`src/rtl/sccfbm_pkg.sv`:
```
// ----------------------------------------------------------------------------
// sccfbm_pkg: shared constants and types for the flash bank mapper
// Address map boundaries, register codes and read source codes.
// ----------------------------------------------------------------------------
package sccfbm_pkg;

  localparam int BANK_INDEX_BITS_DEFAULT = 11;

  localparam int BANK_W   = 14;
  localparam int ADDR_W   = 16;
  localparam int DATA_W   = 8;
  localparam int FLASH_W  = 24;
  localparam int PAGE_W   = 13;
  localparam int BANKS    = 4;

  typedef logic [BANK_W-1:0] bank_t;
  typedef logic [1:0]        page_t;
  typedef logic [1:0]        src_t;

  localparam src_t SRC_NONE  = 2'd0;
  localparam src_t SRC_FLASH = 2'd1;
  localparam src_t SRC_SCC   = 2'd2;

  localparam logic [ADDR_W-1:0] WIN_LO      = 16'h2000;
  localparam logic [ADDR_W-1:0] WIN_HI      = 16'hC000;
  localparam logic [ADDR_W-1:0] CTRL_HI     = 16'h4000;
  localparam logic [ADDR_W-1:0] CTRL_REG_LO = 16'h3800;
  localparam logic [ADDR_W-1:0] SCC_LO      = 16'h9800;
  localparam logic [ADDR_W-1:0] SCC_HI      = 16'hA000;
  localparam logic [ADDR_W-1:0] DAC_HI      = 16'h5000;
  localparam logic [ADDR_W-1:0] BANK_SEL_MASK  = 16'h1800;
  localparam logic [ADDR_W-1:0] BANK_SEL_MATCH = 16'h1000;

  localparam logic [5:0]        SCC_ENABLE  = 6'h3F;
  localparam logic [DATA_W-1:0] REG_DAC_CTL = 8'hFB;
  localparam logic [DATA_W-1:0] REG_DAC_OUT = 8'hFC;
  localparam int                DAC_EN_BIT  = 4;
  localparam int                MODE16_BIT  = 1;

endpackage

```
`src/rtl/scc_flash_bank_mapper.sv`:
```
// ----------------------------------------------------------------------------
// scc_flash_bank_mapper: bank mapper for an 8 KB-paged cartridge
// Decodes one CPU bus request into a flash, sound-chip or DAC target and
// keeps the bank, offset, mode and DAC control registers.
// ----------------------------------------------------------------------------
// Usage:
//   Input channel (in_valid/in_ready) carries one bus request: mode (0 read,
//   1 write), bus_address and write_data. Output channel (out_valid/
//   out_ready) returns one result per request: read source, flash, sound
//   and DAC strobes, flash_address, scc_register and data_out.
//   A request is registered on acceptance, decoded against the current
//   mapping and moved into the result register once that register is free,
//   where the register updates of a write also take effect. Throughput is
//   one request per cycle while out_ready stays high, bounded by the single
//   decode stage between the request and result registers.
//   A write to a bank register still maps its own flash write through the
//   old bank value.
//   Reset loads banks 0..3 with 0, 1, 2, 3 and clears offset, mode and DAC
//   control, and empties both stages. When the receiver stalls, the result
//   holds, the request stage fills, and in_ready drops until out_ready.
// ----------------------------------------------------------------------------
module scc_flash_bank_mapper
  import sccfbm_pkg::*;
#(
  parameter int BANK_INDEX_BITS = BANK_INDEX_BITS_DEFAULT
) (
  input  logic              clk,
  input  logic              rst,
  input  logic              in_valid,
  output logic              in_ready,
  input  logic              mode,
  input  logic [ADDR_W-1:0] bus_address,
  input  logic [DATA_W-1:0] write_data,
  output logic              out_valid,
  input  logic              out_ready,
  output logic [1:0]        read_source,
  output logic              flash_read_strobe,
  output logic              flash_write_strobe,
  output logic [FLASH_W-1:0] flash_address,
  output logic              scc_read_strobe,
  output logic              scc_write_strobe,
  output logic [DATA_W-1:0] scc_register,
  output logic              dac_write_strobe,
  output logic [DATA_W-1:0] data_out
);

  localparam bank_t BANK_MASK = bank_t'((1 << BANK_INDEX_BITS) - 1);

  logic              req_valid;
  logic              req_mode;
  logic [ADDR_W-1:0] req_address;
  logic [DATA_W-1:0] req_data;
  logic              advance;

  bank_t             bank [BANKS];
  bank_t             bank_offset;
  logic [1:0]        operating_mode;
  logic [DATA_W-1:0] dac_control;

  bank_t             bank_next;
  logic              bank_we;
  bank_t             offset_next;
  logic [1:0]        opmode_next;
  logic [DATA_W-1:0] dac_next;

  page_t             page;
  logic [BANK_W:0]   bank_sum;
  bank_t             bank_idx;
  logic [BANK_W+PAGE_W-1:0] flash_full;
  logic              in_win;
  logic              scc_hit;

  src_t              src_c;
  logic              frd_c, fwr_c, srd_c, swr_c, dwr_c;
  logic [FLASH_W-1:0] fad_c;
  logic [DATA_W-1:0] sreg_c, dout_c;

  assign advance  = req_valid && (!out_valid || out_ready);
  assign in_ready = !req_valid || advance;

  always_ff @(posedge clk) begin
    if (rst) begin
      req_valid <= 1'b0;
    end else if (in_ready) begin
      req_valid <= in_valid;
    end
    if (in_ready && in_valid) begin
      req_mode    <= mode;
      req_address <= bus_address;
      req_data    <= write_data;
    end
  end

  assign page       = {~req_address[14], req_address[13]};
  assign bank_sum   = {1'b0, bank[page]} + {1'b0, bank_offset};
  assign bank_idx   = bank_sum[BANK_W-1:0] & BANK_MASK;
  assign flash_full = {bank_idx, req_address[PAGE_W-1:0]};
  assign in_win     = (req_address >= WIN_LO) && (req_address < WIN_HI);
  assign scc_hit    = (bank[2][5:0] == SCC_ENABLE) && (req_address >= SCC_LO) &&
                      (req_address < SCC_HI);

  always_comb begin
    src_c       = SRC_NONE;
    frd_c       = 1'b0;
    fwr_c       = 1'b0;
    srd_c       = 1'b0;
    swr_c       = 1'b0;
    dwr_c       = 1'b0;
    fad_c       = '0;
    sreg_c      = '0;
    dout_c      = '0;
    bank_we     = 1'b0;
    bank_next   = bank[page];
    offset_next = bank_offset;
    opmode_next = operating_mode;
    dac_next    = dac_control;
    if (in_win) begin
      if (!req_mode) begin
        if (req_address >= CTRL_HI) begin
          if (scc_hit) begin
            src_c  = SRC_SCC;
            srd_c  = 1'b1;
            sreg_c = req_address[DATA_W-1:0];
          end else begin
            src_c = SRC_FLASH;
            frd_c = 1'b1;
            fad_c = flash_full[FLASH_W-1:0];
          end
        end
      end else if (req_address < CTRL_HI) begin
        if (req_address >= CTRL_REG_LO) begin
          if (req_address[2]) begin
            opmode_next = req_data[1:0];
          end else if (req_address[0]) begin
            offset_next = {req_data[5:0], bank_offset[7:0]};
          end else begin
            offset_next = {bank_offset[13:8], req_data};
          end
        end
      end else begin
        if (scc_hit) begin
          case (req_address[DATA_W-1:0])
            REG_DAC_CTL: dac_next = req_data;
            REG_DAC_OUT: dwr_c = 1'b1;
            default: begin
              swr_c  = 1'b1;
              sreg_c = req_address[DATA_W-1:0];
            end
          endcase
        end
        if (dac_control[DAC_EN_BIT] && (req_address < DAC_HI)) begin
          dwr_c = 1'b1;
        end else begin
          fwr_c = 1'b1;
          fad_c = flash_full[FLASH_W-1:0];
        end
        if ((req_address & BANK_SEL_MASK) == BANK_SEL_MATCH) begin
          bank_we = 1'b1;
          if (operating_mode[MODE16_BIT]) begin
            if (req_address[0]) begin
              bank_next = {req_data[5:0], bank[page][7:0]};
            end else begin
              bank_next = {bank[page][13:8], req_data};
            end
          end else begin
            bank_next = {6'd0, req_data};
          end
        end
        dout_c = req_data;
      end
    end
  end

  always_ff @(posedge clk) begin
    if (rst) begin
      for (int i = 0; i < BANKS; i++) begin
        bank[i] <= bank_t'(i);
      end
      bank_offset    <= '0;
      operating_mode <= '0;
      dac_control    <= '0;
      out_valid      <= 1'b0;
    end else begin
      if (advance) begin
        if (bank_we) begin
          bank[page] <= bank_next;
        end
        bank_offset    <= offset_next;
        operating_mode <= opmode_next;
        dac_control    <= dac_next;
        out_valid      <= 1'b1;
      end else if (out_ready) begin
        out_valid <= 1'b0;
      end
    end
  end

  always_ff @(posedge clk) begin
    if (advance) begin
      read_source        <= src_c;
      flash_read_strobe  <= frd_c;
      flash_write_strobe <= fwr_c;
      flash_address      <= fad_c;
      scc_read_strobe    <= srd_c;
      scc_write_strobe   <= swr_c;
      scc_register       <= sreg_c;
      dac_write_strobe   <= dwr_c;
      data_out           <= dout_c;
    end
  end

  a_write_no_source: assert property (@(posedge clk) disable iff (rst)
    out_valid && (flash_write_strobe || scc_write_strobe || dac_write_strobe)
      |-> read_source == SRC_NONE)
    else $error("write result carries a read source");

  a_flash_read_src: assert property (@(posedge clk) disable iff (rst)
    out_valid && flash_read_strobe |-> read_source == SRC_FLASH && !scc_read_strobe)
    else $error("flash read without flash read source");

  a_scc_read_src: assert property (@(posedge clk) disable iff (rst)
    out_valid && scc_read_strobe |-> read_source == SRC_SCC && flash_address == '0)
    else $error("sound read with wrong source or stray flash address");

  a_stage_holds: assert property (@(posedge clk) disable iff (rst)
    req_valid && !advance |=> req_valid && $stable(req_address))
    else $error("request stage lost a pending request");

  a_reset_empty: assert property (@(posedge clk)
    $past(rst) |-> !out_valid && !req_valid)
    else $error("pipeline not empty after reset");

endmodule

```
`config.mk`:
```
export PLATFORM = sky130hd
export DESIGN_NAME = scc_flash_bank_mapper
export DESIGN_NICKNAME = d
export VERILOG_FILES = /design/src/rtl/sccfbm_pkg.sv /design/src/rtl/scc_flash_bank_mapper.sv
export SDC_FILE = /design/constraint.sdc
export NUM_CORES = 1
export LEC_CHECK = 0
export BUFFER_PORTS_ARGS = -buffer_cell sky130_fd_sc_hd__buf_2
export CAP_MARGIN = 15
export CORE_MARGIN = 2
export CORE_UTILIZATION = 40
export DETAILED_ROUTE_END_ITERATION = 7
export GPL_TIMING_DRIVEN = 0
export SLEW_MARGIN = 20
export SYNTH_ARGS = -nofsm -noshare
export SYNTH_HDL_FRONTEND = slang
export SYNTH_SLANG_ARGS = --single-unit
export TNS_END_PERCENT = 1
```
`constraint.sdc`:
```
create_clock -name clk -period 5.7 [get_ports clk]
set_clock_uncertainty 0.2 [all_clocks]
set_input_delay 0.285 -clock clk [delete_from_list [all_inputs] [get_ports clk]]
set_output_delay 0.285 -clock clk [all_outputs]
set_load 0.005 [all_outputs]
```
==> results of run 1 <==
-- layer usage --
| metal | global-route usage, % | vias to the layer above | wire (um) |
|---|---|---|---|
| met4 | 6.676 | 0 | 181 |
| met5 | 0 | - | 0 |
| li1 | - | 1770 | - |
| met3 | 3.506 | 12 | 492 |
| met2 | 28.38 | 82 | 6061 |
| met1 | 20.76 | 1711 | 5060 |
-- logic make-up (layout without fill, tap and decap cells) --
logic type      Yosys count  count (layout)  synth area share (%)
compound gates           33              33                 4.079
xor+xnor                  8               8                 1.235
fa+ha+maj                11              11                 2.557
buf+inv                  34             169                 2.844
flops                   129             129                 65.61
mux                      33              33                 8.774
simple gates            167             167                 14.90
-- layout by cell type, fill, tap and decap left out, types with 2 or more instances in the layout --
cell,instances
or3_1,3
mux4_2,5
dfxtp_1,15
mux2_2,6
nand2b_1,8
nand3_1,9
clkbuf_16,17
xnor2_1,7
nor2_1,55
a21o_1,3
mux2i_1,16
o21ai_0,6
edfxtp_1,114
buf_4,2
bufinv_16,4
a21oi_1,8
nor3b_1,2
buf_6,3
and3_1,2
buf_2,79
ha_1,10
buf_1,2
nor2b_1,3
mux4_1,6
nand2_1,25
clkinvlp_4,2
a211oi_1,3
clkinv_1,2
and2_1,32
inv_1,15
clkinv_2,3
nor3_1,16
dlygate4sd3_1,26
clkbuf_1,10
nand4_1,3
-- area by class of cell --
| type | instances | area share, % |
|---|---|---|
| plain buffers | 18 | 1.414 |
| clock buffers | 19 | 6.041 |
| clock inverters | 12 | 2.322 |
| inverters | 16 | 0.8380 |
| multi-input cells | 252 | 25.00 |
| flip-flops and latches | 129 | 51.96 |
| well taps | 180 | 3.142 |
| repair buffers | 104 | 9.288 |
-- stage by stage --
step	total power, W	instances	utilization, %
2_1_floorplan	0.001188	415	-
3_3_place_gp	0.001246	672	45.29
3_5_place_dp	0.001250	673	45.44
4_1_cts	0.002366	730	51.63
5_1_grt	0.002421	730	51.63
6_report	0.002345	730	51.63
-- worst paths after layout --
check / to / slack, ns
worst min register to register: bank_offset[8] / 0.30
worst min-delay path: out_valid / 0.03
worst max register to register: flash_address[23] / 2.17
worst max-delay path: flash_address[23] / 2.17
-- power by group through the flow --
| stage | clock network, W | logic (W) | registers, W |
|---|---|---|---|
| finish | 0.00110 | 0.000153 | 0.00109 |
| global route | 0.00116 | 0.000169 | 0.00109 |
| CTS | 0.00112 | 0.000156 | 0.00109 |
| detailed placement | 0 | 0.000141 | 0.00111 |
| global placement | 0 | 0.000137 | 0.00111 |
| floorplan | 0 | 0.0000816 | 0.00111 |
-- registers in the layout, summed over array words and instances, names as in the netlist --
name and count:
bank 44, bank_offset 11, dac_control 1, dac_write_strobe 1, data_out 8, flash_address 24
flash_write_strobe 1, operating_mode 1, out_valid 1, read_source 2, req_address 16, req_data 8
req_mode 1, req_valid 1, scc_register 8, scc_write_strobe 1
-- critical path, stage by stage, from the launching register on --
cell and delay [ns]:
edfxtp_1 0.40, buf_1 0.43, clkbuf_1 0.46, mux4_2 0.41, ha_1 0.29, clkbuf_1 0.25, o21ai_0 0.19, a221oi_1 0.27
o22ai_1 0.12, xnor2_1 0.20, nor2_1 0.06
==> run summary, run 1 <==
Synth cell count leaders - edfxtp_1, nor2_1, and2_1, nand2_1
Critical path launch point type - register
Via count - 3,575
Synth cell types - 53
Total grt overflow - 0
Share of cells above drive strength 1 - 24.55%
Site Rows - 43
Internal - 0.001866 W
Crit path kind - register to register
Clock power frac - 47.0%
Register Area - 3724 sq um
Worst r2r path cells - 10
Core Area - 13,880 sq um
Detailed Route WL - 11.80 mm
Fmax - 283.0 MHz
Hold buffers post-CTS - 26
Slack of the critical path - 2.167 ns
Final Cycle Share - 61.99%
Number of synthesized flops with an enable pin - 114
Area occupied by multi-input gates - 1792 sq um
P&R area growth vs syn - 26.28%
Syn Inst Count - 415
Port buffer count - 77
Syn Std Cell Area - 5675 sq um
Setup Buffers After CTS - 0
Diode count - 0
Post-DR wirelength/cell - 16.16 um
Part of the power in registers - 46.5%
Syn nets - 455
Main synth FF type - edfxtp_1
Final Instance Area - 7167 sq um
Slew Viols, Final - 0
Drt drc - 0
Top-count cell post-synth - edfxtp_1
Worst setup path start - req_address[14]
FFs w/ async S/R, synth - 0%
Vias in the first global route - 3,507
FF+latch count, synth - 129
First-pass GRT wire length - 18.49 mm
Top cell type's share of synthesized area - 60.32%
Status - finished, final reports clean
Synthesized area per cell - 13.68 sq um
CTS tree - built
Worst slack at placement - 2.180 ns
WP data arrival - 3.48 ns
Synth area leaders - edfxtp_1, dfxtp_1, and2_1
Seq/Total Area, Yosys - 65.61%
Initial antenna violation count - 0
Net Sw Power - 0.0004788 W
Min Tclk post-route - 3.533 ns
Unrepaired setup endpoints after global routing - false
# fillers - 1,233
Gpl congestion - 0.8633
Clock Latency Late Sink - 0.41 ns
Clock sinks - 129
Largest net degree at the start of global routing - 31
Combinational Power Share - 6.5%
Root Driver - clkbuf_16
Rel. slew slack - 53.59%
Die width - 123.1 um
Cell Pwr Density - 327.2 nW/um^2
Maxcap violations - 0
DR pass1 iterations - 4
Final setup viols - 0
Leak - 2.825 nW
Final hold viol count - 0
H-tree lvl count - 4
Die area - 15,160 sq um
Gr usage total - 16.66%
Clk pin slew, worst setup/hold paths - 0.06 ns
Final #Nets - 578
I/O pins - 78
CTS Buffer Depth - 2
Worst-path fanout max - 10
Worst Setup End Kind - register
Setup TNS - 0 ns
DRT antenna net count - 0
Hold WS - 0.02518 ns
Switch share - 20.42%
Crit path required time - 5.65 ns
HP Class - input port to register
Initial drt markers - 220
Num CTS Buffers - 17
Cts repair resizes - 0
HP Start - out_ready
Cell taking the most area after synthesis - edfxtp_1
Initial core utilization - 40.89%
Maximum vdd drop - 0.1975 mV
Hold Path Stages - 4
Synth Warn # - 0
RR Startpoint - req_address[14]
Area post-placement - 6307 sq um
Post-DP HPWL - 8.236 mm
Via-per-instance ratio - 4.897
Worst Tran Pin Value - 0.6962 ns
Overall die height - 123.1 um
Power figures use the tool's default switching activity.
==> run 2: changes to the inputs <==
==> constraint.sdc (replaced) <==
create_clock -name clk -period 3.3 [get_ports clk]
set_clock_uncertainty 0.2 [all_clocks]
set_input_delay 0.165 -clock clk [delete_from_list [all_inputs] [get_ports clk]]
set_output_delay 0.165 -clock clk [all_outputs]
set_load 0.005 [all_outputs]
==> run summary, run 2 (same netlist as run 1, synthesis figures left out) <==
Crit path required time - 3.24 ns (-2.41 ns)
CTS Buffer Depth - 2 (unchanged)
Clock Latency Late Sink - 0.41 ns (about the same)
Leak - 2.845 nW (+0.71%)
Die width - 123.1 um (unchanged)
Slack of the critical path - 0.2498 ns (-1.917 ns)
Final Cycle Share - 92.43% (+30 points)
Min Tclk post-route - 3.050 ns (-0.4833 ns)
Cell Pwr Density - 562.6 nW/um^2 (+72%)
Initial core utilization - 40.89% (unchanged)
Met2 Usage GRT - 28.45% (+0.069 points)
Biggest registers after layout - bank (44), flash_address (24), req_address (16)
Initial drt markers - 197 (-10%)
CP cell instances - buf_6, clkbuf_4, mux4_2, ha_1, a211o_1, a21oi_1, o21ai_0, nor3_1, a311oi_1
Delay-heaviest family, CP - compound AO/OA/AOI/OAI gates
Detailed Route WL - 11.78 mm (-0.10%)
Maximum vdd drop - 0.3427 mV (+74%)
Net Sw Power - 0.0008248 W (+72%)
CTS tree - built
Port buffer count - 77 (unchanged)
First-pass GRT wire length - 18.50 mm (about the same)
Max stage delay on crit path - 0.59 ns (+0.13 ns)
Gpl congestion - 0.8633 (unchanged)
Slew Viols, Final - 0 (unchanged)
Internal - 0.003227 W (+73%)
WP data arrival - 2.99 ns (-0.49 ns)
Num CTS Buffers - 17 (unchanged)
Final setup viols - 0 (unchanged)
Initial antenna violation count - 0 (unchanged)
Overall die height - 123.1 um (unchanged)
Global routing usage on met1 - 20.70% (-0.061 points)
Via-per-instance ratio - 4.859 (-0.78%)
Fmax - 327.8 MHz (+16%)
Rel. slew slack - 53.75% (+0.16 points)
Core Area - 13,880 sq um (unchanged)
Worst-path fanout max - 10 (unchanged)
Drt drc - 0 (unchanged)
Part of the power in registers - 46.4% (about the same)
Site Rows - 43 (unchanged)
Share of cells above drive strength 1 - 25.18% (+0.64 points)
Clock sinks - 129 (unchanged)
Root Driver - clkbuf_16
Clk pin slew, worst setup/hold paths - 0.06 ns (about the same)
Commonest cells after routing, fill and taps aside - edfxtp_1, buf_2, nor2_1
Via count - 3,557 (-0.50%)
Most used routing layer - met2
Largest reg by FF count - bank
Final #Nets - 580 (+0.35%)
Total grt overflow - 0 (unchanged)
Post-DP HPWL - 8.236 mm (unchanged)
Largest net degree at the start of global routing - 31 (unchanged)
Util after Layout - 51.88% (+0.25 points)
Maxcap violations - 0 (unchanged)
Worst Path Buf+Inv - 2 (-1)
Worst Setup End Kind - register
Max reg flops - 44 (unchanged)
Critical path launch point type - register
P&R area growth vs syn - 26.90%
Worst slack at placement - -0.2198 ns (-2.400 ns)
Combinational Power Share - 6.6% (about the same)
Crit path kind - register to register
GRT met3 Usage - 3.506% (unchanged)
Unrepaired setup endpoints after global routing - false
Die area - 15,160 sq um (unchanged)
Slowest-stage cell, CP - mux4_2
Clock power frac - 47.0% (about the same)
I/O pins - 78 (unchanged)
Gr usage total - 16.66% (unchanged)
HP Class - input port to register
H-tree lvl count - 4 (unchanged)
Post-DR wirelength/cell - 16.10 um (-0.37%)
DR pass1 iterations - 4 (unchanged)
Commonest non-fill, non-tap cell in the layout - edfxtp_1
DRT antenna net count - 0 (unchanged)
Status - finished, final reports clean
Worst Tran Pin Value - 0.6937 ns (-0.002425 ns)
# fillers - 1,233 (unchanged)
Final hold viol count - 0 (unchanged)
Switch share - 20.36% (-0.061 points)
Vias in the first global route - 3,506 (-0.029%)
Diode count - 0 (unchanged)
[run 2: cell types whose count changed in the layout (fill, tap and decap cells not counted), sizes merged]
cell,previous run,this run
dlygate4sd3,26,28
[run 2: worst min-delay path: cells and delay by family]
kind,cells,cell delay [ns]
AND/OR/NAND/NOR,3,0.21
buffers and inverters,1,0.10
[run 2: final timing paths]
check                   from           endpoint  slack [ns]  cells after the start
max reg2reg  req_address[13]  flash_address[20]        0.25                      9
min reg2reg   bank_offset[8]     bank_offset[8]        0.30                      2
max          req_address[13]  flash_address[20]        0.25                      9
min                      rst         bank[0][8]        0.04                      4
[run 2: routing by layer]
layer / routed length (um) / vias up / share of wire [%]
li1: - / 1767 / -
met1: 5085 / 1704 / 43
met2: 6027 / 76 / 51
met3: 517 / 10 / 4.4
met4: 153 / 0 / 1.3
met5: 0 / - / 0
[run 2: final cells by class]
type / instances / area, sq um / share of cell area [%]
plain buffers: 16 / 97.59 / 1.355
repair buffers: 108 / 700.7 / 9.729
multi-input cells: 252 / 1795 / 24.93
inverters: 16 / 60.06 / 0.8339
well taps: 180 / 225.2 / 3.127
flip-flops and latches: 129 / 3724 / 51.70
clock buffers: 19 / 432.9 / 6.011
clock inverters: 12 / 166.4 / 2.311
[run 2: through the flow]
stage	TNS (ns)	instance area (sq um)	hold WS, ns	power, W	cells
floorplan	0	5675	0.06387	0.002051	415
global placement	-0.6773	6286	0.1421	0.002151	672
detailed placement	-0.8486	6307	0.1433	0.002159	673
global route	0	7202	0.06610	0.004186	732
finish	0	7202	0.04321	0.004052	732
CTS	0	7184	0.02653	0.004088	731
[run 2: repair_timing]
item | CTS | global route
setup endpoints to repair | 7 | 3
gates resized for setup | 1 | 2
setup buffers | 0 | 2
hold buffers | 28 | 0
endpoints found under the hold margin | 27 | 0
[run 2: power by group through the flow]
stage	logic [W]	clock network, W	registers, W
2_1_floorplan	0.000141	0	0.00191
3_3_place_gp	0.000237	0	0.00191
3_5_place_dp	0.000243	0	0.00192
4_1_cts	0.000268	0.00194	0.00188
5_1_grt	0.000295	0.00200	0.00189
6_report	0.000267	0.00190	0.00188
